==> config.mk <==
export PLATFORM = sky130hd
export DESIGN_NAME = tcto_fma
export DESIGN_NICKNAME = d
export VERILOG_FILES = /design/src/rtl/tcto_pkg.sv /design/src/rtl/tcto_fma.sv
export SDC_FILE = /design/constraint.sdc
export NUM_CORES = 2
export LEC_CHECK = 0
export BUFFER_PORTS_ARGS = -buffer_cell sky130_fd_sc_hd__buf_2
export CORE_MARGIN = 1
export CORE_UTILIZATION = 50
export CTS_CLUSTER_SIZE = 12
export DETAILED_ROUTE_END_ITERATION = 8
export PLACE_DENSITY = 0.66
export SETUP_SLACK_MARGIN = 0.2
export SLEW_MARGIN = 20
export SYNTH_ARGS = -nofsm -noshare
export SYNTH_HDL_FRONTEND = slang
export SYNTH_SLANG_ARGS = --single-unit
==> constraint.sdc <==
create_clock -name clk_i -period 12.15 [get_ports clk_i]
set_input_delay 2.43 -clock clk_i [delete_from_list [all_inputs] [get_ports clk_i]]
set_output_delay 2.43 -clock clk_i [all_outputs]
set_load 0.1 [all_outputs]
==> src/rtl/tcto_pkg.sv <==
// Package with the types, constants and float helpers of the triangle clip unit.
package tcto_pkg;

  localparam int unsigned NumRegs  = 8;
  localparam int unsigned CfgIdxW  = 4;
  localparam int unsigned CfgDataW = 64;
  localparam int unsigned FmaLat   = 5;

  localparam logic [1:0]  FirstSlot = 2'd0;
  localparam logic [1:0]  MidSlot   = 2'd1;
  localparam logic [1:0]  LastSlot  = 2'd2;
  localparam logic [5:0]  AllPlanes = 6'h3f;
  localparam logic [31:0] CanonNan  = 32'h7fc0_0000;
  localparam logic [31:0] PosZero   = 32'h0000_0000;

  typedef struct packed {
    logic [31:0] v0_x;
    logic [31:0] v0_y;
    logic [31:0] v0_z;
    logic [31:0] v1_x;
    logic [31:0] v1_y;
    logic [31:0] v1_z;
    logic [31:0] v2_x;
    logic [31:0] v2_y;
    logic [31:0] v2_z;
    logic        depth_zero_to_one;
  } in_t;

  typedef struct packed {
    logic [1:0]  vertex_slot;
    logic [31:0] clip_x;
    logic [31:0] clip_y;
    logic [31:0] clip_z;
    logic [31:0] clip_w;
    logic [5:0]  outcode;
    logic [5:0]  planes_or;
    logic [5:0]  planes_and;
    logic        last_vertex;
  } out_t;

  function automatic logic is_nan(input logic [31:0] f);
    return (f[30:23] == 8'hff) && (f[22:0] != 23'd0);
  endfunction

  // Ordered less-than on float32 bit patterns; false when either side is NaN.
  function automatic logic flt_lt(input logic [31:0] a, input logic [31:0] b);
    logic [31:0] ka;
    logic [31:0] kb;
    ka = a[31] ? ~a : {1'b1, a[30:0]};
    kb = b[31] ? ~b : {1'b1, b[30:0]};
    if (is_nan(a) || is_nan(b)) begin
      return 1'b0;
    end
    if ((a[30:0] == 31'd0) && (b[30:0] == 31'd0)) begin
      return 1'b0;
    end
    return ka < kb;
  endfunction

endpackage

==> src/rtl/tcto_fma.sv <==
// Five-stage float32 fused multiply-add with a single round-to-nearest-even.
module tcto_fma (
  input  logic        clk_i,
  input  logic        en_i,
  input  logic [31:0] a_i,
  input  logic [31:0] b_i,
  input  logic [31:0] c_i,
  output logic [31:0] res_o
);

  // Stage 1: unpack, multiply, align the addend.
  logic [7:0]         ea_d, eb_d, ec_d;
  logic [23:0]        siga_d, sigb_d, sigc_d;
  logic               a_zero, b_zero, c_zero, a_inf, b_inf, c_inf, any_nan;
  logic               sp_d;
  logic signed [11:0] pos_d, base1_d;
  logic               hi_d;
  logic [6:0]         sh_d;
  logic [126:0]       wide_d;
  logic               spec1_d;
  logic [31:0]        specv1_d;

  logic [47:0]        prod_q;
  logic [99:0]        awin_q;
  logic               sp1_q, sub1_q, spec1_q;
  logic signed [11:0] base1_q;
  logic [31:0]        specv1_q;

  always_comb begin
    ea_d    = (a_i[30:23] == 8'd0) ? 8'd1 : a_i[30:23];
    eb_d    = (b_i[30:23] == 8'd0) ? 8'd1 : b_i[30:23];
    ec_d    = (c_i[30:23] == 8'd0) ? 8'd1 : c_i[30:23];
    siga_d  = {a_i[30:23] != 8'd0, a_i[22:0]};
    sigb_d  = {b_i[30:23] != 8'd0, b_i[22:0]};
    sigc_d  = {c_i[30:23] != 8'd0, c_i[22:0]};
    a_zero  = (a_i[30:0] == 31'd0);
    b_zero  = (b_i[30:0] == 31'd0);
    c_zero  = (c_i[30:0] == 31'd0);
    a_inf   = (a_i[30:0] == 31'h7f80_0000);
    b_inf   = (b_i[30:0] == 31'h7f80_0000);
    c_inf   = (c_i[30:0] == 31'h7f80_0000);
    any_nan = tcto_pkg::is_nan(a_i) || tcto_pkg::is_nan(b_i) || tcto_pkg::is_nan(c_i);
    sp_d    = a_i[31] ^ b_i[31];
    pos_d   = $signed({4'b0, ec_d}) + 12'sd176 - $signed({4'b0, ea_d})
              - $signed({4'b0, eb_d});
    hi_d    = (pos_d > 12'sd76);
    if (pos_d < -12'sd27) begin
      sh_d = 7'd0;
    end else if (hi_d) begin
      sh_d = 7'd103;
    end else begin
      sh_d = 7'(pos_d + 12'sd27);
    end
    wide_d  = {103'b0, sigc_d} << sh_d;
    base1_d = hi_d ? ($signed({4'b0, ec_d}) - 12'sd226)
                   : ($signed({4'b0, ea_d}) + $signed({4'b0, eb_d}) - 12'sd326);
    spec1_d  = 1'b1;
    specv1_d = tcto_pkg::CanonNan;
    if (any_nan || (a_inf && b_zero) || (b_inf && a_zero) ||
        ((a_inf || b_inf) && c_inf && (sp_d != c_i[31]))) begin
      specv1_d = tcto_pkg::CanonNan;
    end else if (a_inf || b_inf) begin
      specv1_d = {sp_d, 8'hff, 23'd0};
    end else if (c_inf) begin
      specv1_d = c_i;
    end else if (a_zero || b_zero) begin
      specv1_d = c_zero ? {sp_d & c_i[31], 31'd0} : c_i;
    end else begin
      spec1_d = 1'b0;
    end
  end

  always_ff @(posedge clk_i) begin
    if (en_i) begin
      prod_q   <= siga_d * sigb_d;
      awin_q   <= wide_d[126:27] | {99'b0, |wide_d[26:0]};
      sp1_q    <= sp_d;
      sub1_q   <= sp_d ^ c_i[31];
      base1_q  <= base1_d;
      spec1_q  <= spec1_d;
      specv1_q <= specv1_d;
    end
  end

  // Stage 2: add or subtract in the 101-bit window.
  logic [100:0]       pw_d, aw_d, mag2_d;
  logic               sign2_d;
  logic [100:0]       mag2_q;
  logic               sign2_q, spec2_q;
  logic signed [11:0] base2_q;
  logic [31:0]        specv2_q;

  always_comb begin
    pw_d = {27'b0, prod_q, 26'b0};
    aw_d = {1'b0, awin_q};
    if (!sub1_q) begin
      mag2_d  = pw_d + aw_d;
      sign2_d = sp1_q;
    end else if (pw_d >= aw_d) begin
      mag2_d  = pw_d - aw_d;
      sign2_d = sp1_q;
    end else begin
      mag2_d  = aw_d - pw_d;
      sign2_d = ~sp1_q;
    end
  end

  always_ff @(posedge clk_i) begin
    if (en_i) begin
      mag2_q   <= mag2_d;
      sign2_q  <= sign2_d;
      base2_q  <= base1_q;
      spec2_q  <= spec1_q;
      specv2_q <= specv1_q;
    end
  end

  // Stage 3: leading-zero count, limited by the subnormal boundary.
  logic [6:0]         lz_d;
  logic signed [11:0] lim_d, shl3_d;
  logic [100:0]       mag3_q;
  logic               sign3_q, zero3_q, spec3_q;
  logic signed [11:0] base3_q, shl3_q;
  logic [31:0]        specv3_q;

  always_comb begin
    lz_d = 7'd101;
    for (int i = 0; i < 101; i++) begin
      if (mag2_q[i]) begin
        lz_d = 7'(100 - i);
      end
    end
    lim_d  = base2_q + 12'sd226;
    shl3_d = (lim_d < $signed({5'b0, lz_d})) ? lim_d : $signed({5'b0, lz_d});
  end

  always_ff @(posedge clk_i) begin
    if (en_i) begin
      mag3_q   <= mag2_q;
      sign3_q  <= sign2_q;
      zero3_q  <= (mag2_q == 101'd0);
      spec3_q  <= spec2_q;
      specv3_q <= specv2_q;
      base3_q  <= base2_q;
      shl3_q   <= shl3_d;
    end
  end

  // Stage 4: normalizing shift, right shift with sticky for tiny values.
  logic signed [11:0] neg_d;
  logic [6:0]         rsh_d;
  logic [227:0]       tmp_d;
  logic [100:0]       norm4_d;
  logic               st4_d;
  logic [100:0]       norm4_q;
  logic               st4_q, sign4_q, zero4_q, spec4_q;
  logic signed [11:0] exp4_q;
  logic [31:0]        specv4_q;

  always_comb begin
    neg_d = -shl3_q;
    rsh_d = (neg_d > 12'sd127) ? 7'd127 : 7'(neg_d);
    tmp_d = {mag3_q, 127'b0} >> rsh_d;
    if (!shl3_q[11]) begin
      norm4_d = mag3_q << shl3_q[6:0];
      st4_d   = 1'b0;
    end else begin
      norm4_d = tmp_d[227:127];
      st4_d   = |tmp_d[126:0];
    end
  end

  always_ff @(posedge clk_i) begin
    if (en_i) begin
      norm4_q  <= norm4_d;
      st4_q    <= st4_d;
      exp4_q   <= base3_q + 12'sd227 - shl3_q;
      sign4_q  <= sign3_q;
      zero4_q  <= zero3_q;
      spec4_q  <= spec3_q;
      specv4_q <= specv3_q;
    end
  end

  // Stage 5: round to nearest even and pack.
  logic        inc_d, ovf_d;
  logic [7:0]  efld_d;
  logic [30:0] pack_d;
  logic [31:0] res_d;
  logic [31:0] res_q;

  always_comb begin
    inc_d  = norm4_q[76] && ((|norm4_q[75:0]) || st4_q || norm4_q[77]);
    efld_d = norm4_q[100] ? exp4_q[7:0] : 8'd0;
    ovf_d  = norm4_q[100] && (exp4_q > 12'sd254);
    pack_d = {efld_d, norm4_q[99:77]} + {30'd0, inc_d};
    if (spec4_q) begin
      res_d = specv4_q;
    end else if (zero4_q) begin
      res_d = tcto_pkg::PosZero;
    end else if (ovf_d) begin
      res_d = {sign4_q, 8'hff, 23'd0};
    end else begin
      res_d = {sign4_q, pack_d};
    end
  end

  always_ff @(posedge clk_i) begin
    if (en_i) begin
      res_q <= res_d;
    end
  end

  assign res_o = res_q;

endmodule

==> Yosys cells after proc, flatten, opt, wreduce, memory -nomap -nowiden <==
Index checks and enable logic that the tools add are counted.
{ "totals": {"elab_cells": 225, "reg_bits": 683, "inputBits": 98, "out_inout_bits": 32} }
{ "classes": {"n_eq_ne": 7, "reduce_logical": 36, "multipliers": 1, "order_cmp": 6, "mux": 123, "bitwise": 5, "n_addsub": 15, "shifts": 3} }
{ "op_table": {"columns": ["operator", "count"], "rows": [
  ["$mux W7", 104],
  ["$mux W101", 3],
  ["$shr A228 B7 Y228", 1],
  ["$mux W32", 6],
  ["$reduce_or A127 Y1", 1],
  ["$shl A24 B7 Y127", 1],
  ["$add A74 B100 Y101", 1],
  ["$logic_not A101 Y1", 1],
  ["$shl A101 B7 Y101", 1],
  ["$sub A100 B74 Y101", 1],
  ["$sub A74 B100 Y101", 1],
  ["$ge A74 B100 Y1", 1],
  ["$or A100 B1 Y100", 1],
  ["$eq A31 B31 Y1 const B", 3],
  ["$logic_not A31 Y1", 3],
  ["$reduce_or A76 Y1", 1],
  ["$reduce_bool A23 Y1", 3],
  ["$mul A24 B24 Y48", 1],
  ["$mux W8", 4],
  ["$add A31 B1 Y31", 1],
  ["$mux W31", 1],
  ["$reduce_or A27 Y1", 1],
  ["$add A12 B9 Y12 const B", 2],
  ["$eq A8 B8 Y1 const B", 3],
  ["26 further kinds", 50]
]} }

==> Depth between registers and ports, before layout <==
{ "logic_depth": {"depth_word": 103, "ltp_mapped": 31, "mapped_depth_nobuf": 30} }

==> Worst setup path before layout <==
Ideal clock, no wire load.
{ "synth_path": {"path_type": "input -> register", "from": "input port b_i[3]", "to": "register prod_q[47] (data pin)", "arrival_time_ns": 9.835, "stages": 30, "n_path_buf": 2, "path_slack_ns": 2.055, "path_cell_list": "clkbuf_1 > clkbuf_1 > nand2_1 > fa_1 > inv_1 > fa_1 > fa_1 > inv_1 > fa_1 > inv_1 > fa_1 > inv_1 > fa_1 > inv_1 > fa_1 > ha_1 > o21a_1 > o21a_1 > a21o_1 > a221o_1 > nand3_1 > nand3_1 > o221ai_1 > o311ai_0 > a211oi_1 > o221ai_1 > or3_1 > a21boi_0 > o21ai_0 > xnor2_1"} }
{ "synth_between": {"elab_chain_len": 1} }
{ "synth_lines": {"columns": ["element", "line_no", "text"], "rows": [
  ["from (decl)", "tcto_fma.sv:6", "input logic [31:0] b_i,"],
  ["$mul A24 B24 Y48", "tcto_fma.sv:75", "prod_q <= siga_d * sigb_d;"],
  ["to (signal assigned)", "tcto_fma.sv:75", null],
  ["to (decl)", "tcto_fma.sv:23", "logic [47:0] prod_q;"]
]} }
No other way between the ends.
A chain may end at the register's enable or synchronous reset.

==> Worst setup path in the final report <==
{ "layout_path": {"from": "input port a_i[30]", "to": "register prod_q[47] (data pin)"} }
{ "layout_between": {"elab_chain_len": 2} }
{ "layout_lines": {"columns": ["element", "line_no", "text"], "rows": [
  ["from (decl)", "tcto_fma.sv:5", "input logic [31:0] a_i,"],
  ["$reduce_bool A8 Y1", "tcto_fma.sv:33", "siga_d = {a_i[30:23] != 8'd0, a_i[22:0]};"],
  ["$mul A24 B24 Y48", "tcto_fma.sv:75", null]
]} }
No other way between the ends.

==> results.py <==
metrics = {
    "worst_setup_path": {
        "slowest_delay_ns": 0.57,
        "reg2reg_to": "st4_q",
        "worstSetupPathDepth": 27,
        "rrSetupSlack_ns": 3.59,
        "timing.critical_path.buf_inv": 4,
        "crit_path_max_fanout": 5,
        "cp.arrival_ns": 11.16,
        "crit_path_start_kind": "primary input",
        "cpMaxStageDelayCell": "fa_1",
        "rr_startpoint": "shl3_q[0]",
        "path_class": "primary input to register",
        "crit_family": "adder cells",
        "worstPathRequired_ns": 12.62,
        "setup.worst_path.end_class": "register",
        "reg2reg_depth": 14,
        "cp_common_cell": "fa_1",
    },
    "yosys": {
        "synthCells": 8284,
        "ys_seq_area_share_pct": 27.74,
        "synthAdderAreaFrac_pct": 20.01,
        "yosysMostFrequentCell": "nand2_1",
        "synth_edf_count": 677,
        "ys_seq_elements": 677,
        "yosys_most_used_dff": "edfxtp_1",
        "synth_top_area_share_pct": 27.74,
        "avgSynthCellArea_um2": 8.846,
        "synthTopCellsByArea": "edfxtp_1, fa_1, ha_1",
        "synth.distinct_cells": 101,
        "synth_xor_area_share_pct": 2.534,
        "synth_top_family_by_area": "adder cells",
        "synth_top_cell_by_area": "edfxtp_1",
        "synthArstFlopShare_pct": 0,
        "synthSimpleGateAreaFrac_pct": 17.83,
        "netlist_area_um2": 73280,
        "synth_compound_area_share_pct": 16.85,
        "syn_nets": 9261,
        "synthTopCellsByCount": "nand2_1, inv_1, edfxtp_1, nor2_1, fa_1",
        "synth_mux_area_share_pct": 8.163,
        "ys_warn_count": 0,
    },
    "sta": {
        "fin_skew_ns": 0.05259,
        "rsz0062_at_grt": "false",
        "setup_viol": 0,
        "slew_headroom_pct": 3.473,
        "hold_viol_final": 0,
        "clock.fmax_mhz": 93.56,
        "min_period_ns": 10.69,
        "tns_ns": 0,
        "min_period_over_period_pct": 87.97,
        "tightest_slew_ns": 1.433,
        "finalMaxSlewViolations": 0,
    },
    "worst_hold_path": {
        "hp-start": "specv1_q[10]",
        "hold_depth": 0,
        "hold_path.class": "register to register",
        "hold_path_end": "specv2_q[10]",
    },
    "cts": {
        "cts_resized": 0,
        "root_buffer": "clkbuf_16",
        "cts_tree": "yes",
        "cts_max_path_buffers": 3,
        "cts_max_level": 3,
        "clkTransAtPathRegs_ns": 0.06,
        "postCtsHoldBufs": 0,
        "clk_latency_ns": 0.71,
        "cts_sinks": 677,
        "post_cts_buffers": 0,
        "numCtsBuffers": 77,
    },
    "detailed_routing": {
        "drc": 0,
        "ant_nets": 0,
        "drt_wl_total_um": 301900,
        "routed_via_density": 6.517,
        "drtIter0Drc": 8247,
        "wl_per_cell_um": 29.90,
        "vias": 65800,
        "first_pass_iters": 6,
    },
    "finish": {
        "fillerInstances": 13410,
        "drive_gt1_share_pct": 7.369,
        "final_cell_area_um2": 77850,
        "finish.utilization_pct": 53.48,
        "area_growth_pct": 6.241,
        "num-nets-final": 9095,
    },
    "grt": {
        "grt_use_total_pct": 40.51,
        "grt_pass1_vias": 63080,
        "grt_max_degree": 171,
        "grt_pass1_wl_um": 437200,
        "grt_overflow": 0,
        "antenna_found_initial": 19,
    },
    "floorplanning": {
        "die_y_um": 384.8,
        "die_area_um2": 148100,
        "core_region_area_um2": 145600,
        "dieWidth_um": 384.8,
        "rows": 140,
        "ios": 130,
        "initial_core_util_pct": 50.34,
    },
    "placement": {
        "dp_hpwl_um": 234300,
        "io_buffers": 129,
        "placed_area_um2": 75280,
        "gp_congestion": 1.155,
    },
    "job": {
        "max_cap_violations": 0,
    },
    "status": {
        "outcome": "completed",
    },
}
-- registers in the layout, summed over array words and instances, names as in the netlist, 32 cells and up --
register / flops
mag3_q: 101
prod_q: 48
mag2_q: 101
res_o: 32
norm4_q: 101
specv2_q: 32
specv3_q: 32
specv1_q: 32
awin_q: 100
specv4_q: 32
-- worst max-delay path by stage --
stage | from | to | slack, ns
4_1_cts | a_i[30] | prod_q[47] | 1.52
3_3_place_gp | a_i[30] | prod_q[47] | 0.90
6_report | a_i[30] | prod_q[47] | 1.46
2_1_floorplan | b_i[3] | prod_q[47] | 2.05
3_5_place_dp | a_i[30] | prod_q[47] | 0.75
5_1_grt | a_i[30] | prod_q[47] | 1.21
-- kinds of logic after synthesis --
logic type / count (synthesis)
xor+xnor: 212
mux: 483
flops: 677
fa+ha+maj: 879
simple gates: 2813
buf+inv: 1284
compound gates: 1936
-- metal layers --
layer	GRT usage (%)	vias up	part of all wire [%]
met5	0	-	0.022
met4	31.86	10	9.7
met3	8.017	921	8.0
met2	64.63	3579	46
met1	47.89	32350	37
li1	-	28940	-
-- cell type report --
type / count / area [um2] / share of cell area (%)
clock buffer: 92 / 1983 / 2.547
antenna: 11 / 27.53 / 0.03536
inverter: 778 / 2922 / 3.753
clock inverter: 38 / 431.7 / 0.5545
sequential: 677 / 20330 / 26.11
timing repair buffer: 261 / 1708 / 2.194
tap: 1917 / 2399 / 3.081
multi-input combinational: 6323 / 48050 / 61.72
-- metrics by stage --
stage	instances	hold slack [ns]	worst slack, ns
floorplan	8284	0.4003	2.055
CTS	10080	0.3925	1.525
finish	10100	0.3947	1.462
global route	10090	0.3917	1.210
global placement	9951	0.4004	0.9016
detailed placement	9951	0.4045	0.7469
-- layout by cell type (no fill, tap or decap), types with 138 or more instances in the layout --
| cell type | n |
|---|---|
| o21ai_0 | 447 |
| and2_1 | 269 |
| edfxtp_1 | 677 |
| ha_1 | 391 |
| mux2i_1 | 329 |
| inv_1 | 771 |
| xnor2_1 | 138 |
| nand3_1 | 160 |
| fa_1 | 488 |
| nor2_1 | 623 |
| o22ai_1 | 175 |
| a21oi_1 | 480 |
| nand2_1 | 1111 |
Power is left out: the tool's default activity adds up to more than one toggle a clock period on the data nets, which glitch-free logic cannot reach.
